File: config.mk
export PLATFORM = sky130hd
export DESIGN_NAME = trz_queue
export DESIGN_NICKNAME = d
export VERILOG_FILES = /design/src/rtl/trz_pkg.sv /design/src/rtl/trz_queue.sv
export SDC_FILE = /design/constraint.sdc
export NUM_CORES = 1
export LEC_CHECK = 0
export BUFFER_PORTS_ARGS = -buffer_cell sky130_fd_sc_hd__buf_2
export CORE_AREA = 2 2 337 339
export CTS_CLUSTER_DIAMETER = 60
export DETAILED_ROUTE_END_ITERATION = 8
export DIE_AREA = 0 0 339 341
export HOLD_SLACK_MARGIN = 0.06
export PLACE_DENSITY_LB_ADDON = 0.12
export SLEW_MARGIN = 20
export SYNTH_ARGS = -nofsm -noshare
export SYNTH_HDL_FRONTEND = slang
export SYNTH_SLANG_ARGS = --single-unit
export TNS_END_PERCENT = 5
File: constraint.sdc
create_clock -name clk -period 40.8 [get_ports clk]
set_input_delay 2.04 -clock clk [delete_from_list [all_inputs] [get_ports clk]]
set_output_delay 2.04 -clock clk [all_outputs]
set_load 0.1 [all_outputs]
File: src/rtl/trz_pkg.sv
// Shared types, constants and codes of the triangle rasterizer with depth buffer.
`default_nettype none
package trz_pkg;

    localparam int DEF_WIDTH  = 64;
    localparam int DEF_HEIGHT = 64;

    localparam logic [31:0] RESET_CLEAR_COLOR = 32'hff949494;
    localparam logic [23:0] RESET_CLEAR_DEPTH = 24'd2560000;
    localparam logic [12:0] COUNT_MAX         = 13'd8191;

    localparam logic [1:0] OP_CLEAR = 2'd0;
    localparam logic [1:0] OP_DRAW  = 2'd1;
    localparam logic [1:0] OP_READ  = 2'd2;

    localparam logic [1:0] REG_CLEAR_COLOR = 2'd0;
    localparam logic [1:0] REG_CLEAR_DEPTH = 2'd1;

    // box coordinate, edge accumulator, edge step and area widths
    localparam int CW  = 10;
    localparam int EW  = 36;
    localparam int SW  = 22;
    localparam int ARW = 34;

    typedef struct packed {
        logic [1:0]         op;
        logic signed [15:0] ax;
        logic signed [15:0] ay;
        logic signed [15:0] bx;
        logic signed [15:0] by_coord;
        logic signed [15:0] cx;
        logic signed [15:0] cy;
        logic [23:0]        az;
        logic [23:0]        bz;
        logic [23:0]        cz;
        logic [31:0]        face_color;
        logic [11:0]        pixel_addr;
    } item_t;

    typedef struct packed {
        logic [31:0] pixel_color;
        logic [23:0] pixel_depth;
        logic [12:0] written_count;
        logic        degenerate;
    } result_t;

    typedef struct packed {
        logic [1:0]          op;
        logic                degen;
        logic                empty;
        logic [CW-1:0]       x0;
        logic [CW-1:0]       x1;
        logic [CW-1:0]       y0;
        logic [CW-1:0]       y1;
        logic signed [EW-1:0] eab;
        logic signed [EW-1:0] ebc;
        logic signed [EW-1:0] eca;
        logic signed [SW-1:0] dxab;
        logic signed [SW-1:0] dxbc;
        logic signed [SW-1:0] dxca;
        logic signed [SW-1:0] dyab;
        logic signed [SW-1:0] dybc;
        logic signed [SW-1:0] dyca;
        logic [ARW-1:0]      area;
        logic [23:0]         az;
        logic [23:0]         bz;
        logic [23:0]         cz;
        logic [31:0]         color;
        logic [11:0]         addr;
    } cmd_t;

    typedef struct packed {
        logic full;
        logic empty;
    } q_status_t;

endpackage
`default_nettype wire

File: src/rtl/trz_queue.sv
// Two-entry command queue between the setup front end and the pixel back end.
`default_nettype none
module trz_queue import trz_pkg::*; (
    input  wire logic clk,
    input  wire logic rst_n,
    input  wire logic push,
    input  wire cmd_t wdata,
    input  wire logic pop,
    output cmd_t      rdata,
    output q_status_t qstat
);

    cmd_t       mem_reg [2];
    logic       wptr_reg, rptr_reg;
    logic [1:0] count_reg;

    assign rdata       = mem_reg[rptr_reg];
    assign qstat.full  = (count_reg == 2'd2);
    assign qstat.empty = (count_reg == 2'd0);

    always_ff @(posedge clk)
    begin
        if (push)
        begin
            mem_reg[wptr_reg] <= wdata;
        end
    end

    always_ff @(posedge clk or negedge rst_n)
    begin
        if (!rst_n)
        begin
            wptr_reg  <= 1'b0;
            rptr_reg  <= 1'b0;
            count_reg <= 2'd0;
        end
        else
        begin
            if (push) wptr_reg <= ~wptr_reg;
            if (pop)  rptr_reg <= ~rptr_reg;
            count_reg <= count_reg + {1'b0, push} - {1'b0, pop};
        end
    end

endmodule
`default_nettype wire

# Word-level counts from Yosys, hierarchy flattened
# Memory sizes are Yosys's and may differ from the RTL's.
# Cells that the tools add are included.
# word_totals
ff_bits,4
ramBits,868
inputBits,438
out_inout_bits,436
wordCells,12
memories,1
# classes
addsub,2
eq_ne,1
n_mux,2
bitwise,2
reduce_logical,1
# memory_table
memory,words,width,read_ports,rd_clocked_by_memory_dff,write_ports,line,text
mem_reg,2,434,1,0,1,trz_queue.sv:13,cmd_t mem_reg [2];
# ops
operator,n
adder 2 x 1 -> 2 bit,1
== test 2 bit (second input constant),1
zero test 2 bit,1
two-way mux 1 bit,2
NOT 1 bit,2
subtractor 2 x 1 -> 2 bit,1

# Longest topological paths before layout
# logic_depth
depth_word,2
mapped_depth,5
depth_no_buf,5

# Worst setup path before layout
# No wires, ideal clock.
# synth_path
kind,input -> register
start,input port push
end,memory mem_reg[0][0] (netlist name) (enable)
setup_ps,1292
arrival_time_ps,20659
t_required_ps,39508
slack_ps,18849
cell_stages,1
path_buffers,0
cell_sequence,nor2b_1
# synth_via
elab_chain_cells,2
# synth_rtl
item,line,text
start: declaration,trz_queue.sv:6,"input wire logic push,"
two-way mux 1 bit,trz_queue.sv:23,if (push)
two-way mux 1 bit (not written as such),trz_queue.sv:25,mem_reg[wptr_reg] <= wdata;
end: declaration,trz_queue.sv:13,
# No other way between the ends.

==> flow_summary_export.csv <==
group,metric,value,unit
routing,via_count,16439,
floorplan,dieArea,116000,um^2
global_route,grt_pass1_vias,17731,
global_route,grt_use_total,14.2,%
sta,fmax,0.140,GHz
sta,finalSetupViolCount,0,
sta,tightest_slew,1.19,ns
floorplan,coreArea,112000,um^2
setup_path,required,38.76,ns
global_route,grt_pass1_wl,119,mm
clock_network,clockBufferDepth,3,
routing,wl,85.4,mm
clock_network,cts_num_sinks,872,
job,max-cap-violations,0,
sta,finalWorstSetupSlack,33.68,ns
clock_network,cts_hold_buf,0,
setup_path,worstSetupStartpointType,"register",
routing,drt-initial-drc-count,777,
finish,layout_common_cells,"873 x buf_2, 868 x edfxtp_1, 330 x mux2_2, 105 x clkbuf_16, 104 x mux2_1",
sta,worst_clock_skew,0.0232,ns
floorplan,dieHeight,341,um
worst_hold_path,hp-class,"register to register",
sta,hold_viol,0,
setup_path,r2r_setup_slack,36.64,ns
setup_path,rr_startpoint,"wptr_reg",
clock_network,path_clk_slew,0.05,ns
finish,layout_commonest_cell,"buf_2",
synth,synth_warnings,0,
place,dp_worst_setup_slack,34.30,ns
setup_path,slowest_delay,0.97,ns
place,gp_congestion,0.825,
clock_network,post-cts-setup-buffer-count,0,
sta,fin_tns_setup,0,ns
finish,layout-drive-gt1-share,57.3,%
place,port_buffers,873,
worst_hold_path,worstHoldEndpoint,"wptr_reg",
setup_path,cp_max_fo,76,
finish,largest_register_ffs,868,
setup_path,critPathArrivalTime,5.08,ns
synth,ys_seq_area_share,83.1,%
setup_path,cp_cell_sequence,"buf_4 > buf_4 > buf_4 > mux2_2 > buf_2",
global_route,antenna_found_initial,53,
synth,synthesis.area,31500,um^2
floorplan,ios,874,
setup_path,worst_setup_path_end_kind,"output port",
finish,area_growth,30.0,%
synth,synth_seq_cells,872,
sta,fin_crit,7.12,ns
synth,yosys.cell_types.count,13,
routing,wire_per_inst,21.7,um
place,hpwl,60.7,mm
global_route,overflow,0,
clock_network,htreeDepth,3,
run_status,status,"finished, final reports clean",
synth,synth_fp_nets,1805,
routing,vias_per_cell,4.19,
setup_path,critPathMostFrequentCell,"buf_4",
sta,slew_headroom,20.7,%
synth,synth_cells,1365,
clock_network,ctsResizeCount,0,
worst_hold_path,min-delay-start,"wptr_reg",
floorplan,row_count,123,
routing,ant_nets,0,
setup_path,critical_path_class,"register to output port",
synth,syn_avg_cell_area,23.1,um^2
floorplan,die_x,339,um
setup_path,r2r-end,"mem_reg[1][295]",
clock_network,cts-root-buf,"clkbuf_16",
routing,dr.pass1.iters,4,
clock_network,cts_tree,"yes",
clock_network,clock_latency,0.68,ns
setup_path,slowest_stage,"dfrtp_4",
finish,num-nets-final,2751,
sta,rsz0062_at_grt,"no",
routing,drcViolationCount,0,
setup_path,r2r_cells,4,
global_route,grt_max_degree,173,
sta,final-max-slew-violation-count,0,
clock_network,numCtsBuffers,103,
worst_hold_path,hold-path-cell-count,1,
sta,period_share,17.4,%
floorplan,initial_core_util,28.1,%
cells in the mapped netlist, drive strengths merged:
cell,number,area [um^2]
nor2b,2,12.5
xor3,1,23.8
edfxtp,868,26100
ha,2,25.0
nor2,1,3.75
dfrtp,4,100
mux2,434,4890
and2,1,6.26
xor2,2,17.5
buf,48,347
inv,2,7.51
kinds of logic after synthesis:
kind of cell | share of synthesized area (%)
xor+xnor | 0.131
simple gates | 0.0715
fa+ha+maj | 0.0794
mux | 15.5
buf+inv | 1.12
flops | 83.1
cell type report:
class	count	area [um^2]
Inverter	2	7.51
Sequential cell	872	26200
Multi-Input combinational cell	443	4990
Clock inverter	67	562
Antenna cell	30	75.1
Clock buffer	125	2720
Timing Repair Buffer	889	4530
Tap cell	1500	1880
Fill cell	10643	71000
how the worst max path moves through the flow:
stage	end	cells after the start	from
5_1_grt	rdata[386]	5	rptr_reg
3_3_place_gp	rdata[411]	5	rptr_reg
3_5_place_dp	rdata[422]	5	rptr_reg
2_1_floorplan	mem_reg[0][0]	1	push
6_report	rdata[388]	5	rptr_reg
4_1_cts	rdata[422]	5	rptr_reg
critical path: cells and delay by family, from the launching register on:
kind                   cells  cell delay [ns]
multiplexers               1             0.30
buffers and inverters      4             2.87
flip-flops                 1             0.97
routing by layer:
layer	share of wire (%)	global-route usage [%]	vias up	wire, um
met2	55	26.5	591	46700
li1	-	-	7422	-
met1	32	13.2	8186	27600
met5	0.29	0	-	251
met3	8.7	6.27	200	7440
met4	4.0	6.76	40	3410
per-stage QoR:
stage	util [%]	area [um^2]	std cells	hold slack [ns]
after floorplan	-	31500	1365	0.455
after global placement	33.6	37500	3705	0.530
after detailed placement	33.6	37500	3705	0.537
after CTS	36.5	40800	3897	0.545
after global routing	36.6	40900	3919	0.575
final	36.6	40900	3928	0.540
Power is left out: the tool's default activity adds up to more than one toggle a clock period on the data nets, which glitch-free logic cannot reach.
