## src/rtl/trz_pkg.sv

```systemverilog
// Shared types, constants and codes of the triangle rasterizer with depth buffer.
`default_nettype none
package trz_pkg;

    localparam int DEF_WIDTH  = 64;
    localparam int DEF_HEIGHT = 64;

    localparam logic [31:0] RESET_CLEAR_COLOR = 32'hff949494;
    localparam logic [23:0] RESET_CLEAR_DEPTH = 24'd2560000;
    localparam logic [12:0] COUNT_MAX         = 13'd8191;

    localparam logic [1:0] OP_CLEAR = 2'd0;
    localparam logic [1:0] OP_DRAW  = 2'd1;
    localparam logic [1:0] OP_READ  = 2'd2;

    localparam logic [1:0] REG_CLEAR_COLOR = 2'd0;
    localparam logic [1:0] REG_CLEAR_DEPTH = 2'd1;

    // box coordinate, edge accumulator, edge step and area widths
    localparam int CW  = 10;
    localparam int EW  = 36;
    localparam int SW  = 22;
    localparam int ARW = 34;

    typedef struct packed {
        logic [1:0]         op;
        logic signed [15:0] ax;
        logic signed [15:0] ay;
        logic signed [15:0] bx;
        logic signed [15:0] by_coord;
        logic signed [15:0] cx;
        logic signed [15:0] cy;
        logic [23:0]        az;
        logic [23:0]        bz;
        logic [23:0]        cz;
        logic [31:0]        face_color;
        logic [11:0]        pixel_addr;
    } item_t;

    typedef struct packed {
        logic [31:0] pixel_color;
        logic [23:0] pixel_depth;
        logic [12:0] written_count;
        logic        degenerate;
    } result_t;

    typedef struct packed {
        logic [1:0]          op;
        logic                degen;
        logic                empty;
        logic [CW-1:0]       x0;
        logic [CW-1:0]       x1;
        logic [CW-1:0]       y0;
        logic [CW-1:0]       y1;
        logic signed [EW-1:0] eab;
        logic signed [EW-1:0] ebc;
        logic signed [EW-1:0] eca;
        logic signed [SW-1:0] dxab;
        logic signed [SW-1:0] dxbc;
        logic signed [SW-1:0] dxca;
        logic signed [SW-1:0] dyab;
        logic signed [SW-1:0] dybc;
        logic signed [SW-1:0] dyca;
        logic [ARW-1:0]      area;
        logic [23:0]         az;
        logic [23:0]         bz;
        logic [23:0]         cz;
        logic [31:0]         color;
        logic [11:0]         addr;
    } cmd_t;

    typedef struct packed {
        logic full;
        logic empty;
    } q_status_t;

endpackage
`default_nettype wire

```

## src/rtl/trz_front.sv

```systemverilog
// Front end: accepts items, sets up bounding box, area and edge start values.
`default_nettype none
module trz_front import trz_pkg::*; #(
    parameter int WIDTH  = DEF_WIDTH,
    parameter int HEIGHT = DEF_HEIGHT
) (
    input  wire logic      clk,
    input  wire logic      rst_n,
    input  wire logic      item_valid,
    output logic           item_stall,
    input  wire item_t     item,
    input  wire logic      init_busy,
    output logic           push,
    output cmd_t           push_cmd,
    input  wire q_status_t qstat
);

    localparam logic [2:0] F_IDLE = 3'd0;
    localparam logic [2:0] F_BOX  = 3'd1;
    localparam logic [2:0] F_MUL  = 3'd2;
    localparam logic [2:0] F_SIGN = 3'd3;
    localparam logic [2:0] F_PUSH = 3'd4;

    localparam logic signed [12:0] XLIM = 13'(WIDTH - 1);
    localparam logic signed [12:0] YLIM = 13'(HEIGHT - 1);

    logic [2:0]           state_reg, state_next;
    item_t                item_reg;
    logic [10:0]          xs_reg, ys_reg;
    logic [CW-1:0]        x1_reg, y1_reg;
    logic                 empty_reg;
    logic [3:0]           step_reg;
    logic signed [33:0]   prod_reg;
    logic signed [EW-1:0] sum_reg [4];
    cmd_t                 cmd_reg;

    logic accept;
    logic signed [15:0] xmin, xmax, ymin, ymax;
    logic signed [16:0] tx, ty;
    logic signed [11:0] fx, fy;
    logic signed [12:0] xe, ye;
    logic [10:0] xs, ys;
    logic signed [16:0] dbax, dbay, dcbx, dcby, dacx, dacy;
    logic signed [16:0] px0, py0, ma, mb;
    logic [3:0] sm1;
    logic neg;
    logic signed [SW-1:0] sdbax, sdbay, sdcbx, sdcby, sdacx, sdacy;

    assign item_stall = init_busy || (state_reg != F_IDLE);
    assign accept     = item_valid && !item_stall;
    assign push       = (state_reg == F_PUSH) && !qstat.full;
    assign push_cmd   = cmd_reg;

    always_comb
    begin
        xmin = item_reg.ax;
        if (item_reg.bx < xmin) xmin = item_reg.bx;
        if (item_reg.cx < xmin) xmin = item_reg.cx;
        xmax = item_reg.ax;
        if (item_reg.bx > xmax) xmax = item_reg.bx;
        if (item_reg.cx > xmax) xmax = item_reg.cx;
        ymin = item_reg.ay;
        if (item_reg.by_coord < ymin) ymin = item_reg.by_coord;
        if (item_reg.cy < ymin) ymin = item_reg.cy;
        ymax = item_reg.ay;
        if (item_reg.by_coord > ymax) ymax = item_reg.by_coord;
        if (item_reg.cy > ymax) ymax = item_reg.cy;
        fx = xmin[15:4];
        fy = ymin[15:4];
        tx = 17'(xmax) + 17'sd15;
        ty = 17'(ymax) + 17'sd15;
        xe = tx[16:4];
        ye = ty[16:4];
        if (xe > XLIM) xe = XLIM;
        if (ye > YLIM) ye = YLIM;
        xs = fx[11] ? 11'd0 : fx[10:0];
        ys = fy[11] ? 11'd0 : fy[10:0];
    end

    always_comb
    begin
        dbax = 17'(item_reg.bx) - 17'(item_reg.ax);
        dbay = 17'(item_reg.by_coord) - 17'(item_reg.ay);
        dcbx = 17'(item_reg.cx) - 17'(item_reg.bx);
        dcby = 17'(item_reg.cy) - 17'(item_reg.by_coord);
        dacx = 17'(item_reg.ax) - 17'(item_reg.cx);
        dacy = 17'(item_reg.ay) - 17'(item_reg.cy);
        px0  = $signed({2'b00, xs_reg, 4'b0000});
        py0  = $signed({2'b00, ys_reg, 4'b0000});
        ma = '0;
        mb = '0;
        case (step_reg)
            4'd0:
            begin
                ma = dbax;
                mb = 17'(item_reg.cy) - 17'(item_reg.ay);
            end
            4'd1:
            begin
                ma = dbay;
                mb = 17'(item_reg.cx) - 17'(item_reg.ax);
            end
            4'd2:
            begin
                ma = dbax;
                mb = py0 - 17'(item_reg.ay);
            end
            4'd3:
            begin
                ma = dbay;
                mb = px0 - 17'(item_reg.ax);
            end
            4'd4:
            begin
                ma = dcbx;
                mb = py0 - 17'(item_reg.by_coord);
            end
            4'd5:
            begin
                ma = dcby;
                mb = px0 - 17'(item_reg.bx);
            end
            4'd6:
            begin
                ma = dacx;
                mb = py0 - 17'(item_reg.cy);
            end
            4'd7:
            begin
                ma = dacy;
                mb = px0 - 17'(item_reg.cx);
            end
            default:
            begin
                ma = '0;
                mb = '0;
            end
        endcase
        sm1 = step_reg - 4'd1;
        neg = sum_reg[0][EW-1];
        sdbax = 22'(dbax) <<< 4;
        sdbay = 22'(dbay) <<< 4;
        sdcbx = 22'(dcbx) <<< 4;
        sdcby = 22'(dcby) <<< 4;
        sdacx = 22'(dacx) <<< 4;
        sdacy = 22'(dacy) <<< 4;
    end

    always_comb
    begin
        state_next = state_reg;
        case (state_reg)
            F_IDLE:
            begin
                if (accept)
                begin
                    state_next = (item.op == OP_DRAW) ? F_BOX : F_PUSH;
                end
            end
            F_BOX:  state_next = F_MUL;
            F_MUL:  state_next = (step_reg == 4'd8) ? F_SIGN : F_MUL;
            F_SIGN: state_next = F_PUSH;
            F_PUSH: state_next = push ? F_IDLE : F_PUSH;
            default: state_next = F_IDLE;
        endcase
    end

    always_ff @(posedge clk or negedge rst_n)
    begin
        if (!rst_n)
        begin
            state_reg <= F_IDLE;
        end
        else
        begin
            state_reg <= state_next;
        end
    end

    always_ff @(posedge clk)
    begin
        case (state_reg)
            F_IDLE:
            begin
                if (accept)
                begin
                    item_reg       <= item;
                    cmd_reg.op     <= item.op;
                    cmd_reg.addr   <= item.pixel_addr;
                    cmd_reg.degen  <= 1'b0;
                    cmd_reg.empty  <= 1'b1;
                end
            end
            F_BOX:
            begin
                xs_reg    <= xs;
                ys_reg    <= ys;
                x1_reg    <= xe[CW-1:0];
                y1_reg    <= ye[CW-1:0];
                empty_reg <= (xe < $signed({2'b00, xs})) || (ye < $signed({2'b00, ys}));
                step_reg  <= 4'd0;
                for (int i = 0; i < 4; i++)
                begin
                    sum_reg[i] <= '0;
                end
            end
            F_MUL:
            begin
                prod_reg <= 34'(ma) * 34'(mb);
                if (step_reg != 4'd0)
                begin
                    if (sm1[0])
                        sum_reg[sm1[2:1]] <= sum_reg[sm1[2:1]] - EW'(prod_reg);
                    else
                        sum_reg[sm1[2:1]] <= sum_reg[sm1[2:1]] + EW'(prod_reg);
                end
                step_reg <= step_reg + 4'd1;
            end
            F_SIGN:
            begin
                cmd_reg.degen <= (sum_reg[0] == '0);
                cmd_reg.empty <= empty_reg;
                cmd_reg.x0    <= xs_reg[CW-1:0];
                cmd_reg.x1    <= x1_reg;
                cmd_reg.y0    <= ys_reg[CW-1:0];
                cmd_reg.y1    <= y1_reg;
                cmd_reg.area  <= ARW'(neg ? -sum_reg[0] : sum_reg[0]);
                cmd_reg.eab   <= neg ? -sum_reg[1] : sum_reg[1];
                cmd_reg.ebc   <= neg ? -sum_reg[2] : sum_reg[2];
                cmd_reg.eca   <= neg ? -sum_reg[3] : sum_reg[3];
                cmd_reg.dxab  <= neg ? sdbay : -sdbay;
                cmd_reg.dxbc  <= neg ? sdcby : -sdcby;
                cmd_reg.dxca  <= neg ? sdacy : -sdacy;
                cmd_reg.dyab  <= neg ? -sdbax : sdbax;
                cmd_reg.dybc  <= neg ? -sdcbx : sdcbx;
                cmd_reg.dyca  <= neg ? -sdacx : sdacx;
                cmd_reg.az    <= item_reg.az;
                cmd_reg.bz    <= item_reg.bz;
                cmd_reg.cz    <= item_reg.cz;
                cmd_reg.color <= item_reg.face_color;
            end
            default:
            begin
            end
        endcase
    end

endmodule
`default_nettype wire

```

## config.mk

```make
export PLATFORM = sky130hd
export DESIGN_NAME = trz_front
export DESIGN_NICKNAME = d
export VERILOG_FILES = /design/src/rtl/trz_pkg.sv /design/src/rtl/trz_front.sv
export SDC_FILE = /design/constraint.sdc
export NUM_CORES = 2
export LEC_CHECK = 0
export BUFFER_PORTS_ARGS = -buffer_cell sky130_fd_sc_hd__buf_2
export CORE_ASPECT_RATIO = 1.4
export CORE_MARGIN = 1.5
export CORE_UTILIZATION = 30
export DETAILED_ROUTE_END_ITERATION = 12
export PLACE_DENSITY = 0.58
export SLEW_MARGIN = 20
export SYNTH_ARGS = -nofsm -noshare
export SYNTH_HDL_FRONTEND = slang
export SYNTH_SLANG_ARGS = --single-unit
```

## constraint.sdc

```tcl
create_clock -name clk -period 22.9 [get_ports clk]
set_input_delay 4.58 -clock clk [delete_from_list [all_inputs] [get_ports clk]]
set_output_delay 4.58 -clock clk [all_outputs]
set_load 0.01 [all_outputs]
```

* Word level (Yosys, flattened, before mapping)
Memory sizes are Yosys's and may differ from the RTL's.
Cells that the tools add are included.
** Operators by class
- Add/sub/neg operators :: 30
- Multiply operators :: 1
- Magnitude comparators :: 12
- Eq/ne operators :: 14
- Muxes and demuxes :: 46
- Bitwise logic cells :: 1
- Reductions and logical operators :: 18
** Operators by type and width (number)
- 16-bit by 16-bit subtractor with 17-bit output :: 14
- 36-bit 2-to-1 mux :: 5
- 17-bit one-hot mux with 8 select lines :: 1
- 22-bit 2-to-1 mux :: 6
- 21-bit negation with 22-bit output :: 6
- 16-bit 2-to-1 mux :: 8
- 36-bit negation :: 3
- 17-bit one-hot mux with 6 select lines :: 1
- 16-bit > comparator :: 4
- 16-bit < comparator :: 4
- 36-bit by 34-bit adder with 36-bit output :: 1
- 36-bit zero test :: 1
- 36-bit OR reduction :: 1
- 36-bit by 34-bit subtractor with 36-bit output :: 1
- 16-bit by 5-bit adder with 17-bit output (second input constant) :: 2
- 17-bit by 17-bit multiplier with 34-bit output :: 1
- 34-bit 2-to-1 mux :: 1
- 34-bit negation :: 1
- 13-bit by 7-bit > comparator with 1-bit output (second input constant) :: 2
- 13-bit by 12-bit < comparator with 1-bit output :: 2
- 13-bit 2-to-1 mux :: 2
- 11-bit 2-to-1 mux :: 2
- 4-bit by 3-bit equality test with 1-bit output (second input constant) :: 4
- 3-bit one-hot mux with 5 select lines :: 1
- other kinds (26) :: 48
** Storage, ports and cells
- Flip-flop bits (word level) :: 718
- RAM bits :: 144
- Input port bits :: 220
- Output and inout port bits :: 436
- Memories :: 1
** Memories
- sum_reg :: depth 4, bits a word 36, rd ports 5, clocked after Yosys merged registers in 0, write ports 4, RTL line trz_front.sv:34 : logic signed [EW-1:0] sum_reg [4];

* Depth between registers and ports, before layout
- Depth in word-level cells :: 9
- Gate-level depth with buffers :: 43

* Least setup slack after synthesis
No wires, ideal clock.
- Path kind :: input -> register
- Start point :: input port init_busy
- End point :: register cmd_reg (netlist bit push_cmd[430]), enable pin
- Library setup time :: 0.379 ns
- Data arrival time :: 26.797 ns
- Required time :: 22.521 ns
- Slack :: -4.275 ns
- Stages on the path :: 3
- Cells stage by stage :: nand2b_1 nor4_1 or2_2
** Between the ends
- Word-level cells in the longest chain between the ends :: 5
** RTL lines
- start: declaration :: RTL line trz_front.sv:12 : input wire logic init_busy,
- 1-bit logical OR :: RTL line trz_front.sv:49 : assign item_stall = init_busy || (state_reg != F_IDLE);
- 1-bit zero test :: RTL line trz_front.sv:50 : assign accept = item_valid && !item_stall;
- 1-bit logical AND :: RTL line trz_front.sv:50
- 2-bit != test (no source line)
- 2-bit AND reduction (no source line)
- end: declaration :: RTL line trz_front.sv:35 : cmd_t cmd_reg;
No other way between the ends.
A chain may end at the register's enable or synchronous reset.

* Final worst setup path
- Start point :: register step_reg[0]
- End point :: register prod_reg[33] (data pin)
** Between the ends
- Word-level cells in the longest chain between the ends :: 4
** RTL lines
- start: declaration :: RTL line trz_front.sv:32 : logic [3:0] step_reg;
- start signal: assignment :: RTL line trz_front.sv:217 : step_reg <= step_reg + 4'd1;
- 4-bit by 2-bit equality test with 1-bit output, or another cell as far along :: RTL line trz_front.sv:92 : case (step_reg)
- 2-bit OR reduction (no source line)
- 17-bit one-hot mux with 6 select lines :: RTL line trz_front.sv:92
- 17-bit by 17-bit multiplier with 34-bit output (*) :: RTL line trz_front.sv:209 : prod_reg <= 34'(ma) * 34'(mb);
- end signal: assignment :: RTL line trz_front.sv:209
- end: declaration :: RTL line trz_front.sv:33 : logic signed [33:0] prod_reg;
Every way passes the cells marked *; elsewhere a longest branch is shown, timed or not.

==> qor.yml <==
logic_synthesis:
  ys_ff_latch: 838
  synthArstFlopShare: 0.003580
  synth-edff-count: 835
  synthDistinctLibCells: 100
  avgSynthCellArea_um2: 10.89
  ys.flop_type: "edfxtp_1"
  synth_warnings: 0
  syn_inst: 5301
  synth_seq_area_share: 0.4355
  syn_area_um2: 57750
die:
  die_h_um: 522.2
  floorplan.initialDensity: 0.3018
  fp.dieArea_um2: 195200
  core_um2: 191400
  fp.dieW_um: 373.8
  num_io_pins: 656
  rows: 190
clocking:
  cts_hold_buf: 0
  cts_tree: "yes"
  clock_latency_ps: 710
  cts_root_buf: "clkbuf_16"
  path_clk_slew_ps: 60
  cts_buffers: 87
  cts_resized: 0
  cts_buffer_depth: 3
  cts_setup_buffers: 0
  htreeDepth: 3
  cts_sinks: 838
placed_design:
  dpl.cell_count: 8322
  port_buffers: 630
  dp_hpwl_um: 162500
  gp_congestion: 0.9663
  place_ws_ps: 10820
worst_setup_path:
  crit_path_end_kind: "flop"
  rr_startpoint: "step_reg[0]"
  slowest_delay_ps: 870
  r2r_end: "prod_reg[33]"
  worst-r2r-cell-count: 37
  start_kind: "flop"
  crit_path_max_fanout: 17
  critical_path_arrival_ps: 12710
  required_ps: 23340
  cpMaxStageDelayCell: "o21ai_2"
  crit_type: "reg2reg"
  reg2reg_slack_ps: 10630
routing:
  wl_per_cell_um: 23.71
  vias: 43780
  routed_wl_um: 201300
  drtIter0Drc: 3528
  vias_per_cell: 5.157
  ant_nets: 0
  drtPass1Iterations: 6
  drcViolationCount: 0
power:
  combPwrFrac: 0.668
  p_sw_mw: 5.370
  leakage_nw: 27.02
  switching_share: 0.4783
  peakVddDrop_v: 0.0001769
  p_int_mw: 5.857
  powerDensity_nw_per_um2: 168.1
  p_clk_frac: 0.126
  p_seq_frac: 0.207
flow_run:
  max-cap-violations: 0
min_path:
  whs_endpoint: "push_cmd[55]"
  hold_class: "reg2reg"
  min_from: "item_reg[55]"
  hold_depth: 0
sta:
  fin_ws_ps: 10630
  hold_slack_ps: 409.7
  max_slew_margin: 0.2182
  finClkSkew_ps: 53.93
  setup_tns_ps: 0
  maxSlewViolCount: 0
  setup_violations: 0
  min_period_over_period: 0.5358
  hold_viol: 0
  max_freq_ghz: 0.08150
  tightestPinTransition_ps: 1169
  rsz0062_at_grt: "false"
  fin_crit_ps: 12270
global_route:
  overflow: 0
  antenna_found_initial: 24
  grt_pass1_vias: 43700
  track_usage: 0.2003
  grt_first_pass_wirelength_um: 289400
  grt_max_degree: 164
layout:
  syn_to_final_growth_pct: 15.61
  nets: 6812
  nFillCells: 19170
  largest_register_ffs: 410
  instances_no_fill: 8490
  layout-drive-gt1-share: 0.1623
outcome:
  status: "finished clean"
[cells in the mapped netlist (all sizes together), types with 11 or more instances]
| cell | instances | area (um2) |
|---|---|---|
| a2111oi | 12 | 136.4 |
| a211oi | 37 | 277.8 |
| a21boi | 16 | 120.1 |
| a21o | 84 | 631.9 |
| a21oi | 278 | 1399 |
| a221oi | 11 | 96.34 |
| a22oi | 39 | 292.8 |
| a31oi | 32 | 200.2 |
| and2 | 38 | 240.2 |
| and3 | 29 | 181.4 |
| buf | 54 | 341.6 |
| clkbuf | 138 | 521.8 |
| edfxtp | 835 | 25070 |
| fa | 306 | 6126 |
| ha | 370 | 4629 |
| inv | 535 | 2008 |
| mux2 | 11 | 123.9 |
| mux2i | 39 | 390.4 |
| mux4 | 36 | 810.8 |
| nand2 | 442 | 1659 |
| nand2b | 43 | 269.0 |
| nand3 | 63 | 315.3 |
| nand4 | 30 | 202.7 |
| nor2 | 496 | 1864 |
| nor2b | 45 | 281.5 |
| nor3 | 101 | 505.5 |
| nor4 | 33 | 227.7 |
| o211ai | 14 | 105.1 |
| o21a | 28 | 210.2 |
| o21ai | 225 | 1126 |
| o21bai | 24 | 183.9 |
| o22ai | 32 | 200.2 |
| o31ai | 68 | 520.5 |
| o41ai | 31 | 286.5 |
| or2 | 43 | 269.0 |
| or3 | 48 | 305.3 |
| or4 | 42 | 322.8 |
| xnor2 | 346 | 3030 |
| xor2 | 109 | 954.7 |
[cells by family (layout without fill, tap and decap cells)]
group                      Yosys count  after routing  share of synthesized area
and+or+nand+nor                   1493           1493                     0.1209
buffers and inverters              727           1385                    0.04972
other                                1             36                 0.00006493
muxes                               86             86                    0.02294
AOI/OAI and AO/OA                 1025           1025                     0.1157
xor gates and xnor gates           455            455                    0.06900
adders and majority gates          676            676                     0.1862
DFF                                838            838                     0.4355
[power groups by stage]
stage | Combinational, mW | Sequential (mW) | Clock, mW
after floorplan | 5.47 | 2.31 | 0
after global placement | 7.36 | 2.34 | 0
after detailed placement | 7.47 | 2.35 | 0
after CTS | 7.52 | 2.32 | 1.45
after global routing | 8.38 | 2.33 | 1.50
final | 7.49 | 2.32 | 1.41
[critical path, delay by kind of cell (launching register included)]
kind / cells / cell delay, ps
buffers and inverters: 6 / 630
adder cells (fa/ha/maj): 9 / 4070
XOR/XNOR: 2 / 370
AO/OA/AOI/OAI: 11 / 4020
AND/OR/NAND/NOR: 9 / 2360
flip-flops: 1 / 490
[worst max-delay path by stage]
stage	startpoint	endpoint	slack [ps]	depth (start not counted)
after global placement	step_reg[0]	prod_reg[33]	10950	38
after global routing	step_reg[0]	prod_reg[33]	10200	37
after floorplan	init_busy	push_cmd[430]	5190	3
final	step_reg[0]	prod_reg[33]	10630	37
after CTS	step_reg[0]	prod_reg[33]	10770	37
after detailed placement	step_reg[0]	prod_reg[33]	10820	38
[metrics by stage]
step,util,total power [mW],area (um2)
after floorplan,-,7.777,57850
after global placement,0.3338,9.704,63870
after detailed placement,0.3338,9.816,63880
after CTS,0.3487,11.29,66730
after global routing,0.3488,12.21,66750
final,0.3489,11.23,66770
[per-layer routing]
| layer | track usage | wire length, um |
|---|---|---|
| met1 | 0.2382 | 78760 |
| met2 | 0.3446 | 97140 |
| met3 | 0.03612 | 14070 |
| met4 | 0.1042 | 11240 |
| met5 | 0 | 93 |
[cell usage in the layout, fill, tap and decap left out, types with 36 or more instances in the layout]
cell / n
edfxtp_1: 835
buf_2: 630
inv_1: 533
nor2_1: 494
nand2_1: 442
ha_1: 369
xnor2_1: 343
fa_1: 306
a21oi_1: 275
o21ai_0: 215
xor2_1: 109
nor3_1: 97
clkbuf_16: 87
a21o_1: 83
o31ai_1: 66
nand3_1: 63
buf_4: 63
or3_1: 47
nor2b_1: 45
nand2b_1: 43
or2_2: 40
or4_1: 40
a22oi_1: 39
mux2i_1: 39
and2_1: 37
mux4_2: 36
[final cells by class]
cell class	count	area [um2]	share of cell area
Timing Repair Buffer	695	3657	0.05477
Clock inverter	53	613.1	0.009182
Clock buffer	102	2233	0.03345
Sequential cell	838	25150	0.3766
Tap cell	2496	3123	0.04677
Multi-Input combinational cell	3759	29950	0.4485
Antenna cell	12	30.03	0.0004497
Inverter	535	2016	0.03019
(Power assumes the default switching activity.)
